[config.mk]
export PLATFORM = sky130hd
export DESIGN_NAME = packbits_planar_row_decoder_flat
export DESIGN_NICKNAME = d
export VERILOG_FILES = /design/src/sv/pbd_pkg.sv /design/src/sv/pbd_in_if.sv /design/src/sv/pbd_out_if.sv /design/src/sv/pbd_regs.sv /design/src/sv/pbd_front.sv /design/src/sv/pbd_queue.sv /design/src/sv/pbd_back.sv /design/src/sv/packbits_planar_row_decoder.sv /design/src/flat_wrapper.sv
export SDC_FILE = /design/constraint.sdc
export NUM_CORES = 1
export LEC_CHECK = 0
export ABC_AREA = 1
export BUFFER_PORTS_ARGS = -buffer_cell sky130_fd_sc_hd__buf_4
export CORE_MARGIN = 1
export CORE_UTILIZATION = 46
export CTS_CLUSTER_DIAMETER = 30
export DETAILED_ROUTE_END_ITERATION = 8
export GPL_TIMING_DRIVEN = 1
export PLACE_DENSITY_LB_ADDON = 0.08
export SYNTH_ARGS = -nofsm -noshare
export SYNTH_HDL_FRONTEND = slang
export SYNTH_HIERARCHICAL = 1
export SYNTH_SLANG_ARGS = --single-unit
[constraint.sdc]
create_clock -name i_clk -period 11.74 [get_ports i_clk]
set_clock_uncertainty 0.15 [all_clocks]
set_input_delay 1.174 -clock i_clk [delete_from_list [all_inputs] [get_ports i_clk]]
set_output_delay 1.174 -clock i_clk [all_outputs]
set_load 0.1 [all_outputs]
[src/sv/pbd_pkg.sv]
// Shared types, constants and register map of the planar PackBits row decoder.
`default_nettype none

package pbd_pkg;

    // Default limits of the top-level parameters
    localparam int PBD_MAX_ROW_BYTES = 256;
    localparam int PBD_MAX_ROWS      = 1024;
    localparam int PBD_MAX_PLANES    = 8;

    // Result queue between decoder and output stage
    localparam int PBD_QDEPTH = 4;

    // Configuration port
    localparam int PBD_AW = 5;
    localparam int PBD_DW = 32;

    localparam logic [2:0] REG_ROW_BYTES   = 3'd0;
    localparam logic [2:0] REG_ROW_COUNT   = 3'd1;
    localparam logic [2:0] REG_PLANE_COUNT = 3'd2;
    localparam logic [2:0] REG_COMPRESSED  = 3'd3;
    localparam logic [2:0] REG_START_X     = 3'd4;
    localparam logic [2:0] REG_START_Y     = 3'd5;

    localparam logic [8:0]  RST_ROW_BYTES   = 9'd1;
    localparam logic [10:0] RST_ROW_COUNT   = 11'd1;
    localparam logic [3:0]  RST_PLANE_COUNT = 4'd1;
    localparam logic        RST_COMPRESSED  = 1'b1;
    localparam logic [11:0] RST_START_X     = 12'd0;
    localparam logic [11:0] RST_START_Y     = 12'd0;

    // Header byte that consumes one row byte and writes nothing
    localparam logic [7:0] HDR_NOP = 8'h80;

    typedef struct packed {
        logic [8:0]  row_bytes;
        logic [10:0] row_count;
        logic [3:0]  plane_count;
        logic        compressed;
        logic [11:0] start_x;
        logic [11:0] start_y;
    } t_cfg;

    typedef struct packed {
        logic [7:0]  value;
        logic [7:0]  repeat_res;
        logic [2:0]  plane;
        logic [12:0] row;
        logic [9:0]  column;
        logic        shape_done;
        logic        overrun;
    } t_res;

endpackage

`default_nettype wire

[src/sv/pbd_in_if.sv]
// Input byte channel of the decoder.
`default_nettype none

interface pbd_in_if
    import pbd_pkg::*;
();
    logic       valid;
    logic       ready;
    logic [7:0] src_byte;

    modport source (output valid, output src_byte, input ready);
    modport sink   (input valid, input src_byte, output ready);
endinterface

`default_nettype wire

[src/sv/pbd_out_if.sv]
// Result channel of the decoder.
`default_nettype none

interface pbd_out_if
    import pbd_pkg::*;
();
    logic        valid;
    logic        ready;
    logic [7:0]  value;
    logic [7:0]  repeat_res;
    logic [2:0]  plane;
    logic [12:0] row;
    logic [9:0]  column;
    logic        shape_done;
    logic        overrun;

    modport source (output valid, output value, output repeat_res, output plane, output row,
                    output column, output shape_done, output overrun, input ready);
    modport sink   (input valid, input value, input repeat_res, input plane, input row,
                    input column, input shape_done, input overrun, output ready);
endinterface

`default_nettype wire

[src/sv/pbd_regs.sv]
// APB-style configuration registers with a restart strobe on every write to one of the six defined registers.
`default_nettype none

module pbd_regs
    import pbd_pkg::*;
(
    input  wire logic              i_clk,
    input  wire logic              i_rst_n,
    input  wire logic              psel,
    input  wire logic              penable,
    input  wire logic              pwrite,
    input  wire logic [PBD_AW-1:0] paddr,
    input  wire logic [PBD_DW-1:0] pwdata,
    output logic      [PBD_DW-1:0] prdata,
    output logic                   pready,
    output t_cfg                   o_cfg,
    output logic                   o_restart
);

    t_cfg       r_cfg;
    logic       wr;
    logic [2:0] idx;

    assign pready = 1'b1;
    assign wr     = psel && penable && pwrite && pready;
    assign idx    = paddr[4:2];

    always_ff @(posedge i_clk) begin
        if (!i_rst_n) begin
            r_cfg.row_bytes   <= RST_ROW_BYTES;
            r_cfg.row_count   <= RST_ROW_COUNT;
            r_cfg.plane_count <= RST_PLANE_COUNT;
            r_cfg.compressed  <= RST_COMPRESSED;
            r_cfg.start_x     <= RST_START_X;
            r_cfg.start_y     <= RST_START_Y;
        end else if (wr) begin
            unique case (idx)
                REG_ROW_BYTES:   r_cfg.row_bytes   <= pwdata[8:0];
                REG_ROW_COUNT:   r_cfg.row_count   <= pwdata[10:0];
                REG_PLANE_COUNT: r_cfg.plane_count <= pwdata[3:0];
                REG_COMPRESSED:  r_cfg.compressed  <= pwdata[0];
                REG_START_X:     r_cfg.start_x     <= pwdata[11:0];
                REG_START_Y:     r_cfg.start_y     <= pwdata[11:0];
                default: ;
            endcase
        end
    end

    always_comb begin
        o_restart = 1'b0;
        prdata    = '0;
        unique case (idx)
            REG_ROW_BYTES: begin
                o_restart = wr;
                prdata    = PBD_DW'(r_cfg.row_bytes);
            end
            REG_ROW_COUNT: begin
                o_restart = wr;
                prdata    = PBD_DW'(r_cfg.row_count);
            end
            REG_PLANE_COUNT: begin
                o_restart = wr;
                prdata    = PBD_DW'(r_cfg.plane_count);
            end
            REG_COMPRESSED: begin
                o_restart = wr;
                prdata    = PBD_DW'(r_cfg.compressed);
            end
            REG_START_X: begin
                o_restart = wr;
                prdata    = PBD_DW'(r_cfg.start_x);
            end
            REG_START_Y: begin
                o_restart = wr;
                prdata    = PBD_DW'(r_cfg.start_y);
            end
            default: ;
        endcase
    end

    assign o_cfg = r_cfg;

endmodule

`default_nettype wire

[src/sv/pbd_front.sv]
// Decoder front end: takes source bytes, tracks header/run/literal/pad and row position.
`default_nettype none

module pbd_front
    import pbd_pkg::*;
#(
    parameter int MAX_ROW_BYTES = PBD_MAX_ROW_BYTES,
    parameter int MAX_ROWS      = PBD_MAX_ROWS,
    parameter int MAX_PLANES    = PBD_MAX_PLANES
) (
    input  wire logic i_clk,
    input  wire logic i_rst_n,
    input  wire t_cfg i_cfg,
    input  wire logic i_restart,
    pbd_in_if.sink    i_in,
    input  wire logic i_full,
    output logic      o_push,
    output t_res      o_res
);

    localparam int LW = $clog2(MAX_ROW_BYTES + 2);
    localparam int RW = $clog2(MAX_ROWS + 1);
    localparam int KW = (LW > 9) ? LW : 9;

    typedef enum logic [1:0] {PH_HDR, PH_RUN, PH_LIT, PH_PAD} t_phase;

    t_phase        r_phase, n_phase;
    logic [7:0]    r_count_left, n_count_left;
    logic [LW-1:0] r_used, n_used;
    logic [2:0]    r_plane, n_plane;
    logic [RW-1:0] r_row, n_row;
    logic [LW-1:0] r_col, n_col;
    logic          r_skip_pad, n_skip_pad;
    logic          r_ovf_hold, n_ovf_hold;

    logic [31:0]   rb32, rc32;
    logic [LW-1:0] eff_rb, padded, left, n_left, left_after;
    logic [RW-1:0] eff_rows;
    logic [3:0]    eff_planes;
    logic          odd;
    logic          accept;

    logic [7:0]    b;
    logic [8:0]    cnt_raw;
    logic [KW-1:0] cnt_w, left_w, cnt_cl;
    logic          ovf_n, sp;
    logic [7:0]    cnt_f, cl_dec;

    logic          emit, ovf, done;
    logic [7:0]    val, rep;

    // Effective geometry: zero counts as one, large values saturate
    always_comb begin
        rb32 = 32'(i_cfg.row_bytes);
        rc32 = 32'(i_cfg.row_count);
        if (rb32 == 32'd0) begin
            eff_rb = LW'(1);
        end else if (rb32 > 32'(MAX_ROW_BYTES)) begin
            eff_rb = LW'(MAX_ROW_BYTES);
        end else begin
            eff_rb = LW'(rb32);
        end
        if (rc32 == 32'd0) begin
            eff_rows = RW'(1);
        end else if (rc32 > 32'(MAX_ROWS)) begin
            eff_rows = RW'(MAX_ROWS);
        end else begin
            eff_rows = RW'(rc32);
        end
        if (i_cfg.plane_count == 4'd0) begin
            eff_planes = 4'd1;
        end else if (32'(i_cfg.plane_count) > 32'(MAX_PLANES)) begin
            eff_planes = 4'(MAX_PLANES);
        end else begin
            eff_planes = i_cfg.plane_count;
        end
    end

    assign odd    = eff_rb[0];
    assign padded = eff_rb + LW'(odd);
    // bytes consumed are kept, so a restart needs no geometry
    assign left   = padded - r_used;

    assign accept      = i_in.valid && !i_full;
    assign i_in.ready  = !i_full;
    assign b           = i_in.src_byte;

    // header count and clamp
    always_comb begin
        cnt_raw    = b[7] ? (9'd257 - {1'b0, b}) : ({1'b0, b} + 9'd1);
        cnt_w      = KW'(cnt_raw);
        left_w     = KW'(left);
        ovf_n      = cnt_w > left_w;
        cnt_cl     = ovf_n ? left_w : cnt_w;
        left_after = left - LW'(cnt_cl);
    end

    always_comb begin
        n_phase      = r_phase;
        n_count_left = r_count_left;
        n_left       = left;
        n_plane      = r_plane;
        n_row        = r_row;
        n_col        = r_col;
        n_skip_pad   = r_skip_pad;
        n_ovf_hold   = r_ovf_hold;
        emit         = 1'b0;
        ovf          = 1'b0;
        done         = 1'b0;
        val          = 8'd0;
        rep          = 8'd0;
        sp           = 1'b0;
        cnt_f        = 8'd0;
        cl_dec       = 8'd0;

        unique case (r_phase)
            PH_HDR: begin
                if (!i_cfg.compressed) begin
                    if (odd && left == LW'(1)) begin
                        n_left = '0;
                    end else begin
                        emit = 1'b1;
                        val  = b;
                        rep  = 8'd1;
                        if (left != '0) n_left = left - LW'(1);
                        n_col = r_col + LW'(1);
                    end
                end else if (b == HDR_NOP) begin
                    if (left != '0) n_left = left - LW'(1);
                end else begin
                    n_ovf_hold = ovf_n;
                    n_left     = left_after;
                    if (b[7]) begin
                        cnt_f = cnt_cl[7:0] -
                                8'(left_after == '0 && odd && cnt_cl != '0);
                        n_count_left = cnt_f;
                        n_phase      = PH_RUN;
                    end else begin
                        sp           = left_after == '0 && odd;
                        cnt_f        = cnt_cl[7:0] - 8'(sp && cnt_cl != '0);
                        n_skip_pad   = sp;
                        n_count_left = cnt_f;
                        n_phase      = (cnt_f != 8'd0) ? PH_LIT : (sp ? PH_PAD : PH_HDR);
                    end
                end
            end
            PH_RUN: begin
                val          = b;
                rep          = r_count_left;
                ovf          = r_ovf_hold;
                emit         = r_count_left != 8'd0;
                n_col        = r_col + LW'(r_count_left);
                n_count_left = 8'd0;
                n_phase      = PH_HDR;
            end
            PH_LIT: begin
                val          = b;
                rep          = 8'd1;
                ovf          = r_ovf_hold;
                emit         = 1'b1;
                n_col        = r_col + LW'(1);
                cl_dec       = (r_count_left != 8'd0) ? r_count_left - 8'd1 : 8'd0;
                n_count_left = cl_dec;
                if (cl_dec == 8'd0) n_phase = r_skip_pad ? PH_PAD : PH_HDR;
            end
            PH_PAD: begin
                n_skip_pad = 1'b0;
                n_phase    = PH_HDR;
            end
            default: ;
        endcase

        // end of a plane row
        if (n_phase == PH_HDR && n_left == '0) begin
            n_col  = '0;
            n_left = padded;
            if ({1'b0, r_plane} + 4'd1 >= eff_planes) begin
                n_plane = 3'd0;
                if (r_row + RW'(1) >= eff_rows) begin
                    done         = 1'b1;
                    n_row        = '0;
                    n_count_left = 8'd0;
                    n_skip_pad   = 1'b0;
                    n_ovf_hold   = 1'b0;
                end else begin
                    n_row = r_row + RW'(1);
                end
            end else begin
                n_plane = r_plane + 3'd1;
            end
        end

        n_used = padded - n_left;
    end

    always_ff @(posedge i_clk) begin
        if (!i_rst_n || i_restart) begin
            r_phase      <= PH_HDR;
            r_count_left <= 8'd0;
            r_used       <= '0;
            r_plane      <= 3'd0;
            r_row        <= '0;
            r_col        <= '0;
            r_skip_pad   <= 1'b0;
            r_ovf_hold   <= 1'b0;
        end else if (accept) begin
            r_phase      <= n_phase;
            r_count_left <= n_count_left;
            r_used       <= n_used;
            r_plane      <= n_plane;
            r_row        <= n_row;
            r_col        <= n_col;
            r_skip_pad   <= n_skip_pad;
            r_ovf_hold   <= n_ovf_hold;
        end
    end

    assign o_push           = accept && (emit || done);
    assign o_res.value      = emit ? val : 8'd0;
    assign o_res.repeat_res = emit ? rep : 8'd0;
    assign o_res.plane      = r_plane;
    assign o_res.row        = 13'(i_cfg.start_y) + 13'(r_row);
    assign o_res.column     = 10'(i_cfg.start_x[11:3]) + 10'(r_col);
    assign o_res.shape_done = done;
    assign o_res.overrun    = ovf;

endmodule

`default_nettype wire

[src/sv/pbd_queue.sv]
// Short result queue between the decoder front end and the output stage.
`default_nettype none

module pbd_queue
    import pbd_pkg::*;
(
    input  wire logic i_clk,
    input  wire logic i_rst_n,
    input  wire logic i_push,
    input  wire t_res i_data,
    input  wire logic i_pop,
    output logic      o_full,
    output logic      o_empty,
    output t_res      o_data
);

    localparam int QAW = (PBD_QDEPTH > 1) ? $clog2(PBD_QDEPTH) : 1;
    localparam int QCW = $clog2(PBD_QDEPTH + 1);

    t_res           r_mem [PBD_QDEPTH];
    logic [QAW-1:0] r_wp, r_rp;
    logic [QCW-1:0] r_cnt;
    logic           do_push, do_pop;

    assign o_full  = r_cnt == QCW'(PBD_QDEPTH);
    assign o_empty = r_cnt == '0;
    assign do_push = i_push && !o_full;
    assign do_pop  = i_pop && !o_empty;
    assign o_data  = r_mem[r_rp];

    always_ff @(posedge i_clk) begin
        if (do_push) r_mem[r_wp] <= i_data;
    end

    always_ff @(posedge i_clk) begin
        if (!i_rst_n) begin
            r_wp  <= '0;
            r_rp  <= '0;
            r_cnt <= '0;
        end else begin
            if (do_push) r_wp <= (r_wp == QAW'(PBD_QDEPTH - 1)) ? '0 : r_wp + QAW'(1);
            if (do_pop)  r_rp <= (r_rp == QAW'(PBD_QDEPTH - 1)) ? '0 : r_rp + QAW'(1);
            r_cnt <= r_cnt + QCW'(do_push) - QCW'(do_pop);
        end
    end

endmodule

`default_nettype wire

[src/sv/pbd_back.sv]
// Output stage: pulls results from the queue into the registered result channel.
`default_nettype none

module pbd_back
    import pbd_pkg::*;
(
    input  wire logic i_clk,
    input  wire logic i_rst_n,
    input  wire logic i_empty,
    input  wire t_res i_data,
    output logic      o_pop,
    pbd_out_if.source o_out
);

    logic r_valid;
    t_res r_data;

    assign o_pop = !i_empty && (!r_valid || o_out.ready);

    always_ff @(posedge i_clk) begin
        if (!i_rst_n) begin
            r_valid <= 1'b0;
        end else if (o_pop) begin
            r_valid <= 1'b1;
        end else if (o_out.ready) begin
            r_valid <= 1'b0;
        end
    end

    always_ff @(posedge i_clk) begin
        if (o_pop) r_data <= i_data;
    end

    assign o_out.valid      = r_valid;
    assign o_out.value      = r_data.value;
    assign o_out.repeat_res = r_data.repeat_res;
    assign o_out.plane      = r_data.plane;
    assign o_out.row        = r_data.row;
    assign o_out.column     = r_data.column;
    assign o_out.shape_done = r_data.shape_done;
    assign o_out.overrun    = r_data.overrun;

endmodule

`default_nettype wire

[src/sv/packbits_planar_row_decoder.sv]
// Top level of the planar PackBits row decoder.
//
//   channel   direction  handshake        payload
//   i_in      in         valid/ready      src_byte
//   o_out     out        valid/ready      value, repeat_res, plane, row, column,
//                                         shape_done, overrun
//   apb       in/out     psel/penable     paddr, pwdata, prdata (pready always 1)
//
// One source byte per cycle while the queue is not full; the front end's state update sets this rate.
// A result passes through a 4-entry queue and then the output register to reach o_out.
// i_in.ready drops only while the queue is full; the front and output stage stall apart.
// Synchronous active-low reset; no clearing pass. A write to a defined register restarts the shape.
`default_nettype none

module packbits_planar_row_decoder
    import pbd_pkg::*;
#(
    parameter int MAX_ROW_BYTES = PBD_MAX_ROW_BYTES,
    parameter int MAX_ROWS      = PBD_MAX_ROWS,
    parameter int MAX_PLANES    = PBD_MAX_PLANES
) (
    input  wire logic              i_clk,
    input  wire logic              i_rst_n,
    pbd_in_if.sink                 i_in,
    pbd_out_if.source              o_out,
    input  wire logic              psel,
    input  wire logic              penable,
    input  wire logic              pwrite,
    input  wire logic [PBD_AW-1:0] paddr,
    input  wire logic [PBD_DW-1:0] pwdata,
    output logic      [PBD_DW-1:0] prdata,
    output logic                   pready
);

    t_cfg cfg;
    logic restart;
    logic push, pop, full, empty;
    t_res front_res, queue_res;

    pbd_regs u_regs (
        .i_clk     (i_clk),
        .i_rst_n   (i_rst_n),
        .psel      (psel),
        .penable   (penable),
        .pwrite    (pwrite),
        .paddr     (paddr),
        .pwdata    (pwdata),
        .prdata    (prdata),
        .pready    (pready),
        .o_cfg     (cfg),
        .o_restart (restart)
    );

    pbd_front #(
        .MAX_ROW_BYTES (MAX_ROW_BYTES),
        .MAX_ROWS      (MAX_ROWS),
        .MAX_PLANES    (MAX_PLANES)
    ) u_front (
        .i_clk     (i_clk),
        .i_rst_n   (i_rst_n),
        .i_cfg     (cfg),
        .i_restart (restart),
        .i_in      (i_in),
        .i_full    (full),
        .o_push    (push),
        .o_res     (front_res)
    );

    pbd_queue u_queue (
        .i_clk   (i_clk),
        .i_rst_n (i_rst_n),
        .i_push  (push),
        .i_data  (front_res),
        .i_pop   (pop),
        .o_full  (full),
        .o_empty (empty),
        .o_data  (queue_res)
    );

    pbd_back u_back (
        .i_clk   (i_clk),
        .i_rst_n (i_rst_n),
        .i_empty (empty),
        .i_data  (queue_res),
        .o_pop   (pop),
        .o_out   (o_out)
    );

endmodule

`default_nettype wire
[src/flat_wrapper.sv]
// flat-port wrapper written by rule: the top's interface ports become plain ports
module packbits_planar_row_decoder_flat import pbd_pkg::*;
#(
    parameter int MAX_ROW_BYTES = PBD_MAX_ROW_BYTES,
    parameter int MAX_ROWS      = PBD_MAX_ROWS,
    parameter int MAX_PLANES    = PBD_MAX_PLANES
)
  (i_clk, i_rst_n, psel, penable, pwrite, paddr, pwdata, prdata, pready, i_in_valid, i_in_src_byte, i_in_ready, o_out_valid, o_out_value, o_out_repeat_res, o_out_plane, o_out_row, o_out_column, o_out_shape_done, o_out_overrun, o_out_ready);
  pbd_in_if i_in_i ();
  pbd_out_if o_out_i ();
  input  wire logic i_clk;
  input  wire logic i_rst_n;
  input  wire logic psel;
  input  wire logic penable;
  input  wire logic pwrite;
  input  wire logic [PBD_AW-1:0] paddr;
  input  wire logic [PBD_DW-1:0] pwdata;
  output logic      [PBD_DW-1:0] prdata;
  output logic pready;
  input wire logic [$bits(i_in_i.valid)-1:0] i_in_valid;
  input wire logic [$bits(i_in_i.src_byte)-1:0] i_in_src_byte;
  output wire logic [$bits(i_in_i.ready)-1:0] i_in_ready;
  output wire logic [$bits(o_out_i.valid)-1:0] o_out_valid;
  output wire logic [$bits(o_out_i.value)-1:0] o_out_value;
  output wire logic [$bits(o_out_i.repeat_res)-1:0] o_out_repeat_res;
  output wire logic [$bits(o_out_i.plane)-1:0] o_out_plane;
  output wire logic [$bits(o_out_i.row)-1:0] o_out_row;
  output wire logic [$bits(o_out_i.column)-1:0] o_out_column;
  output wire logic [$bits(o_out_i.shape_done)-1:0] o_out_shape_done;
  output wire logic [$bits(o_out_i.overrun)-1:0] o_out_overrun;
  input wire logic [$bits(o_out_i.ready)-1:0] o_out_ready;
  assign i_in_i.valid = i_in_valid;
  assign i_in_i.src_byte = i_in_src_byte;
  assign i_in_ready = i_in_i.ready;
  assign o_out_valid = o_out_i.valid;
  assign o_out_value = o_out_i.value;
  assign o_out_repeat_res = o_out_i.repeat_res;
  assign o_out_plane = o_out_i.plane;
  assign o_out_row = o_out_i.row;
  assign o_out_column = o_out_i.column;
  assign o_out_shape_done = o_out_i.shape_done;
  assign o_out_overrun = o_out_i.overrun;
  assign o_out_i.ready = o_out_ready;
  packbits_planar_row_decoder #(.MAX_ROW_BYTES(MAX_ROW_BYTES), .MAX_ROWS(MAX_ROWS), .MAX_PLANES(MAX_PLANES)) u_core (.i_clk(i_clk), .i_rst_n(i_rst_n), .i_in(i_in_i), .o_out(o_out_i), .psel(psel), .penable(penable), .pwrite(pwrite), .paddr(paddr), .pwdata(pwdata), .prdata(prdata), .pready(pready));
endmodule
; Word-level counts from Yosys, hierarchy flattened
; Memory sizes are Yosys's and may differ from the RTL's. A register that Yosys moved wholly into a read port is not among the register bits.
; Cells that the tools add are included.
; W data, S select, Z words.
[word_totals]
ram_bits = 176
memories = 1
rom_bits = 0
input_bits = 52
elab_cells = 177
output_inout_bits = 79
latchBits = 0
regBits = 101
[mem_list]
columns = memory, depth, width, read_ports, rd_ports_with_merged_regs, write_ports, line
row1 = u_core.u_queue.r_mem, 4, 44, 1, 1, 1, pbd_queue.sv:20  ; t_res r_mem [PBD_QDEPTH];
[classes]
shift = 0
bitwise_logic = 0
addsub = 20
n_mul = 0
n_reduce_logical = 46
muxes = 71
eq_ne = 15
n_div = 0
n_lt_le_gt_ge = 6
[op_table]
columns = op, count
row1 = $mux W9, 13
row2 = $mux W8, 10
row3 = $pmux W12 S6, 1
row4 = $pmux W8 S3, 2
row5 = $mux W11, 3
row6 = $logic_not A9 Y1, 3
row7 = $pmux W9 S3, 1
row8 = $sub A9 B9 Y9, 3
row9 = $mux W1, 25
row10 = $mux W2, 9
row11 = $reduce_bool A9 Y1, 2
row12 = $pmux W8 S2, 1
row13 = $reduce_bool A8 Y1, 2
row14 = $reduce_and A2 Y1, 7
row15 = $add A12 B11 Y13, 1
row16 = $add A11 B1 Y11 const B, 1
row17 = $ge A11 B11 Y1, 1
row18 = $gt A11 B11 Y1 const B, 1
row19 = $logic_and A1 B1 Y1, 11
row20 = $logic_not A11 Y1, 1
row21 = $add A9 B9 Y10, 1
row22 = $add A8 B1 Y9 const B, 1
row23 = $add A9 B1 Y9, 1
row24 = $add A9 B1 Y9 const B, 1
row25 = 39 further kinds, 56

; Longest topological paths before layout
[depth]
word_depth = 26
mapped_depth = 70
depth_no_buf = 69

; Cells and area by module
; Netlist, hierarchy kept.
[modules_own_cells]
columns = mod, cells_each, instances, area_per_inst_um2, seq_area_each_um2
row1 = pbd_queue, 496, 1, 7113.1, 5465.2
row2 = pbd_front, 1166, 1, 7094.3, 880.8
row3 = pbd_regs, 426, 1, 2643.8, 980.9
row4 = pbd_back, 50, 1, 1368.8, 1341.3

; Worst setup path after synthesis
; Ideal clock, no wire load.
[synth_path]
path_kind = flip-flop to flip-flop
start = reg u_core.u_regs.r_cfg (netlist bit u_core/u_regs/o_cfg[46])
end = mem u_core/u_queue/r_mem[0][0] in the netlist's numbering (enable)
t_arrival_ns = 9.282
stages_incl_launch_ff = 59
setup_time_ns = 0.446
slack_ns = 1.862
required_ns = 11.144
synth_period_minus_slack_ns = 9.878
cell_sequence = dfxtp_1 -> nor2_1 -> nand3_1 -> nor2_1 -> nor2_1 -> a21oi_1 -> inv_1 -> nor4_1 -> xor2_1 -> ha_1 -> nand2_1 -> nand2_1 -> o21bai_2 -> xor2_2 -> ha_1 -> nand2_1 -> nor2_1 -> nand2_1 -> (+23 left out) -> ha_1 -> inv_1 -> nand3_1 -> nand2_1 -> nor2_1 -> nand3_1 -> nor2_1 -> nand3_1 -> nand2_2 -> nand2_2 -> nand2_2 -> nand2_2 -> nor2_4 -> nand2_1 -> buf_4 -> a21oi_1 -> nand2_1 -> nor2_1
[synth_between]
elab_chain_len = 26
word_cells_on_any_way = 42
classes_between = add/sub: 5 / order compare: 2 / eq/ne: 1 / mux: 20 / reduce/logical: 14
[synth_lines]
columns = item, line
row1 = from (decl), pbd_regs.sv:20  ; t_cfg r_cfg;
row2 = $gt A9 B9 Y1, pbd_front.sv:58  ; end else if (rb32 > 32'(MAX_ROW_BYTES)) begin
row3 = $mux W9, pbd_front.sv:58
row4 = $mux W9 (*), pbd_front.sv:56  ; if (rb32 == 32'd0) begin
row5 = $add A9 B1 Y9, pbd_front.sv:80  ; assign padded = eff_rb + LW'(odd);
row6 = $sub A9 B9 Y9, pbd_front.sv:82  ; assign left = padded - r_used;
row7 = $gt A9 B9 Y1, pbd_front.sv:93  ; ovf_n = cnt_w > left_w;
row8 = $mux W9, pbd_front.sv:94  ; cnt_cl = ovf_n ? left_w : cnt_w;
row9 = $sub A9 B9 Y9, pbd_front.sv:95  ; left_after = left - LW'(cnt_cl);
row10 = (+11 left out), n/a
row11 = $logic_and A1 B1 Y1, pbd_front.sv:174  ; if (n_phase == PH_HDR && n_left == '0) begin
row12 = $mux W1, pbd_front.sv:174
row13 = $logic_or A1 B1 Y1 (*), pbd_front.sv:218  ; assign o_push = accept && (emit || done);
row14 = $logic_and A1 B1 Y1 (*), pbd_front.sv:218
row15 = net u_core.push, packbits_planar_row_decoder.sv:37  ; logic push, pop, full, empty;
row16 = $logic_and A1 B1 Y1 (*), pbd_queue.sv:27  ; assign do_push = i_push && !o_full;
row17 = $mux W1 (*), pbd_queue.sv:32  ; if (do_push) r_mem[r_wp] <= i_data;
row18 = $mux W1 (not written as such) (*), pbd_queue.sv:32
row19 = to (decl), pbd_queue.sv:20
; The timed path passes the listed nets; every way through them passes the cells marked *.

; Worst setup path after layout
[layout_path]
start = reg u_core.u_regs.r_cfg (netlist bit u_core/u_regs/o_cfg[46])
end = reg u_core.u_front.r_used[8]
[layout_between]
elab_chain_len = 22
word_cells_on_any_way = 35
classes_between = add/sub: 6 / order compare: 2 / eq/ne: 1 / mux: 15 / reduce/logical: 11
[layout_lines]
columns = item, line
row1 = $gt A9 B9 Y1, pbd_front.sv:58
row2 = $mux W9, pbd_front.sv:58
row3 = $mux W9 (*), pbd_front.sv:56
row4 = $add A9 B1 Y9, pbd_front.sv:80
row5 = $sub A9 B9 Y9, pbd_front.sv:82
row6 = $gt A9 B9 Y1, pbd_front.sv:93
row7 = $mux W9, pbd_front.sv:94
row8 = $sub A9 B9 Y9, pbd_front.sv:95
row9 = (+6 left out), n/a
row10 = $mux W2, pbd_front.sv:133  ; if (b[7]) begin
row11 = $mux W2, pbd_front.sv:128  ; end else if (b == HDR_NOP) begin
row12 = $mux W2, pbd_front.sv:118  ; if (!i_cfg.compressed) begin
row13 = $pmux W2 S3, pbd_front.sv:116  ; unique case (r_phase)
row14 = $logic_not A2 Y1, pbd_front.sv:174
row15 = $logic_and A1 B1 Y1, pbd_front.sv:174
row16 = $mux W9, pbd_front.sv:174
row17 = $sub A9 B9 Y9 (*), pbd_front.sv:193  ; n_used = padded - n_left;
row18 = to (signal assigned), pbd_front.sv:209  ; r_used <= n_used;
row19 = to (decl), pbd_front.sv:29  ; logic [LW-1:0] r_used, n_used;
; Every way passes the cells marked *; elsewhere a longest branch is shown, timed or not.
; A chain may end at the register's enable or synchronous reset.

==> results_dict.tcl <==
set metrics [dict create \
    run_status "complete, no violations" \
    p_leak_nw 9.50 \
    netlist_area_um2 18200 \
    clk_latency_ns 0.57 \
    yosysWarnings 6 \
    n_fill_cell 3556 \
    cts_hold_buffers 0 \
    period_share_pct 90.4 \
    endpoint_kind "register" \
    n_antenna_cell 0 \
    arrival_ns 10.91 \
    reg2reg_from "u_core/u_regs/o_cfg[46]$_SDFFE_PN0P_" \
    start_util_pct 46.9 \
    grtUsageTotal_pct 22.2 \
    cts_root_buffer "clkbuf_16" \
    grt_max_degree 90 \
    numCtsBuffers 75 \
    wire_per_inst_um 15.9 \
    power_mw 6.19 \
    die_area_um2 40400 \
    tightest_slew_ns 0.919 \
    slew_viol_final 0 \
    ant_nets 0 \
    holdWs_ns 0.338 \
    cts_resized 0 \
    core_region_area_um2 38800 \
    synth-edff-count 220 \
    first_pass_iters 5 \
    synthArstFlopShare_pct 0 \
    clock_path_buffers 3 \
    vias 14397 \
    utilization_pct 56.1 \
    critical_path_class "register to register" \
    rsz0062_at_grt "no" \
    first_global_vias 13736 \
    rows 72 \
    synth_top_area_share_pct 36.3 \
    hold_viol 0 \
    hpwl_mm 30.8 \
    design.portCount 131 \
    cts_setup_buffers 0 \
    path_max_fanout 17 \
    port_buffers 87 \
    synth_area_leaders "edfxtp_1, dfxtp_1, nand2_1, ha_1, nor2_1" \
    hold_path.class "register to register" \
    critPathLaunchType "register" \
    place.gp.congestion 0.874 \
    crit_family "simple AND/OR/NAND/NOR gates" \
    ys_seq_area_share_pct 47.6 \
    setup_viol 0 \
    synth-seq-cells 323 \
    cts.clk_slew.worst_paths_ns 0.04 \
    maxCapViolCount 0 \
    cp-startpoint "u_core/u_regs/o_cfg[46]$_SDFFE_PN0P_" \
    synth_flop_cell "edfxtp_1" \
    hp-start "u_core/u_regs/o_cfg[14]$_SDFFE_PN0P_" \
    ir_worst_vdd_mv 0.276 \
    drc 0 \
    yosys.area.top_type "edfxtp_1" \
    postSynthAreaPerCell_um2 8.52 \
    cts_max_level 3 \
    drt_iter0_markers 925 \
    cp_slowest_cell "a21oi_1" \
    grt_overflow 0 \
    cts_sinks 323 \
    p_per_area_nw_per_um2 284 \
    slew_headroom_pct 38.8 \
    cpPeakStageDelay_ns 0.43 \
    viasPerCell 5.12 \
    crit_buf_inv 6 \
    layout_min_cycle_time_ns 10.61 \
    max_freq_mhz 94.2 \
    antenna_found_initial 0 \
    cts_tree "done" \
    die_h_um 201 \
    setup_tns_ns 0 \
    nNetsFinal 2390 \
    drive_above_1_share_pct 13.9 \
    area_growth_pct 19.5 \
    grt_pass1_wl_mm 71.6 \
    synthDistinctLibCells 59 \
    dieWidth_um 201 \
    synth_cells 2138 \
    required_ns 12.04 \
    routed_wl_mm 44.7 \
]
-- layout make-up --
class	instances	area (um2)	share of cell area, %
Sequential cell	323	8670	39.8
Multi-Input combinational cell	1487	8090	37.2
Clock buffer	88	2010	9.22
Inverter	246	928	4.26
Timing Repair Buffer	103	773	3.55
Clock inverter	46	657	3.02
Tap cell	518	648	2.98
-- cells in the mapped netlist, types with 4 or more instances --
| cell type | instances |
|---|---|
| nand2_1 | 391 |
| nor2_1 | 306 |
| inv_1 | 234 |
| edfxtp_1 | 220 |
| o21ai_0 | 150 |
| nand3_1 | 139 |
| a21oi_1 | 112 |
| dfxtp_1 | 103 |
| ha_1 | 95 |
| xor2_1 | 48 |
| o22ai_1 | 36 |
| buf_4 | 33 |
| buf_2 | 27 |
| clkbuf_1 | 22 |
| nand4_1 | 22 |
| nor2_2 | 18 |
| nor3_1 | 18 |
| nand2_2 | 17 |
| inv_2 | 10 |
| o22ai_2 | 10 |
| buf_6 | 9 |
| o21ai_1 | 9 |
| o21bai_1 | 8 |
| fa_1 | 7 |
| nand2_4 | 7 |
| xnor2_1 | 7 |
| nand3_2 | 6 |
| a211oi_1 | 5 |
| a31oi_1 | 5 |
| nand3b_1 | 5 |
| nor2_4 | 5 |
| a21boi_0 | 4 |
| clkbuf_2 | 4 |
| nor4_1 | 4 |
| o21a_1 | 4 |
| o21ai_2 | 4 |
-- cell families (layout without fill, tap and decap cells) --
logic type / count (synthesis) / count (layout) / share of synthesized area (%)
other cells: 2 / 21 / 0.0412
compound gates: 360 / 360 / 11.2
fa+ha+maj: 102 / 102 / 7.29
flops: 323 / 323 / 47.6
buf+inv: 347 / 483 / 8.63
xor+xnor: 56 / 56 / 2.73
simple gates: 948 / 948 / 22.5
-- tightest hold or removal path, stage by stage (launching register included) --
cell	delay, ns
dfxtp_1	0.32
nor2_1	0.05
nor2_1	0.08
-- power breakdown --
group          leakage [nW]  internal (mW)  switching [mW]
sequential             2.95           1.42          0.0532
combinational          5.25          0.673            1.86
clock                  1.30           1.56           0.622
total                  9.50           3.65            2.53
-- flip-flops by register name, indices dropped and copies added (netlist names), 9 cells and up, named ones only --
name	cells
u_core/u_front/r_row	11
u_core/u_front/r_used	9
u_core/u_regs/o_cfg	49
u_core/u_front/r_col	9
u_core/u_back/o_out.column	10
u_core/u_back/o_out.row	13
u_core/u_queue/r_mem	176
-- per-layer routing --
| metal | global-route usage (%) | share of wire [%] |
|---|---|---|
| met3 | 3.73 | 5.2 |
| met4 | 7.28 | 1.9 |
| met1 | 30.2 | 47 |
| met2 | 35.9 | 46 |
| met5 | 0 | 0 |
-- through the flow --
step / cell area (um2) / setup slack [ns] / cells
after floorplan: 18300 / 1.86 / 2157
after global placement: 19100 / 1.37 / 2677
after detailed placement: 19100 / 1.17 / 2677
after CTS: 21800 / 1.13 / 2811
after global routing: 21800 / 0.108 / 2811
final: 21800 / 1.13 / 2811
-- path summary, 6_finish.rpt --
kind	endpoint	slack, ns	cells past startpoint
min	u_core/u_regs/o_cfg[14]$_SDFFE_PN0P_	0.34	2
max	u_core/u_front/r_used[8]$_SDFFE_PP0P_	1.13	66
min reg2reg	u_core/u_regs/o_cfg[14]$_SDFFE_PN0P_	0.34	2
max reg2reg	u_core/u_front/r_used[8]$_SDFFE_PP0P_	1.13	66
-- placed cells by master (no fill, tap or decap), drive strengths merged, types with 16 or more instances in the layout --
cell      n
ha       95
conb     21
clkbuf   88
nand3   145
a21oi   115
nand4    23
nand2   416
bufinv   16
nor3     18
nor2    329
o21ai   163
edfxtp  220
inv     247
buf     103
o22ai    46
clkinv   24
dfxtp   103
xor2     49
(Power assumes the default switching activity.)
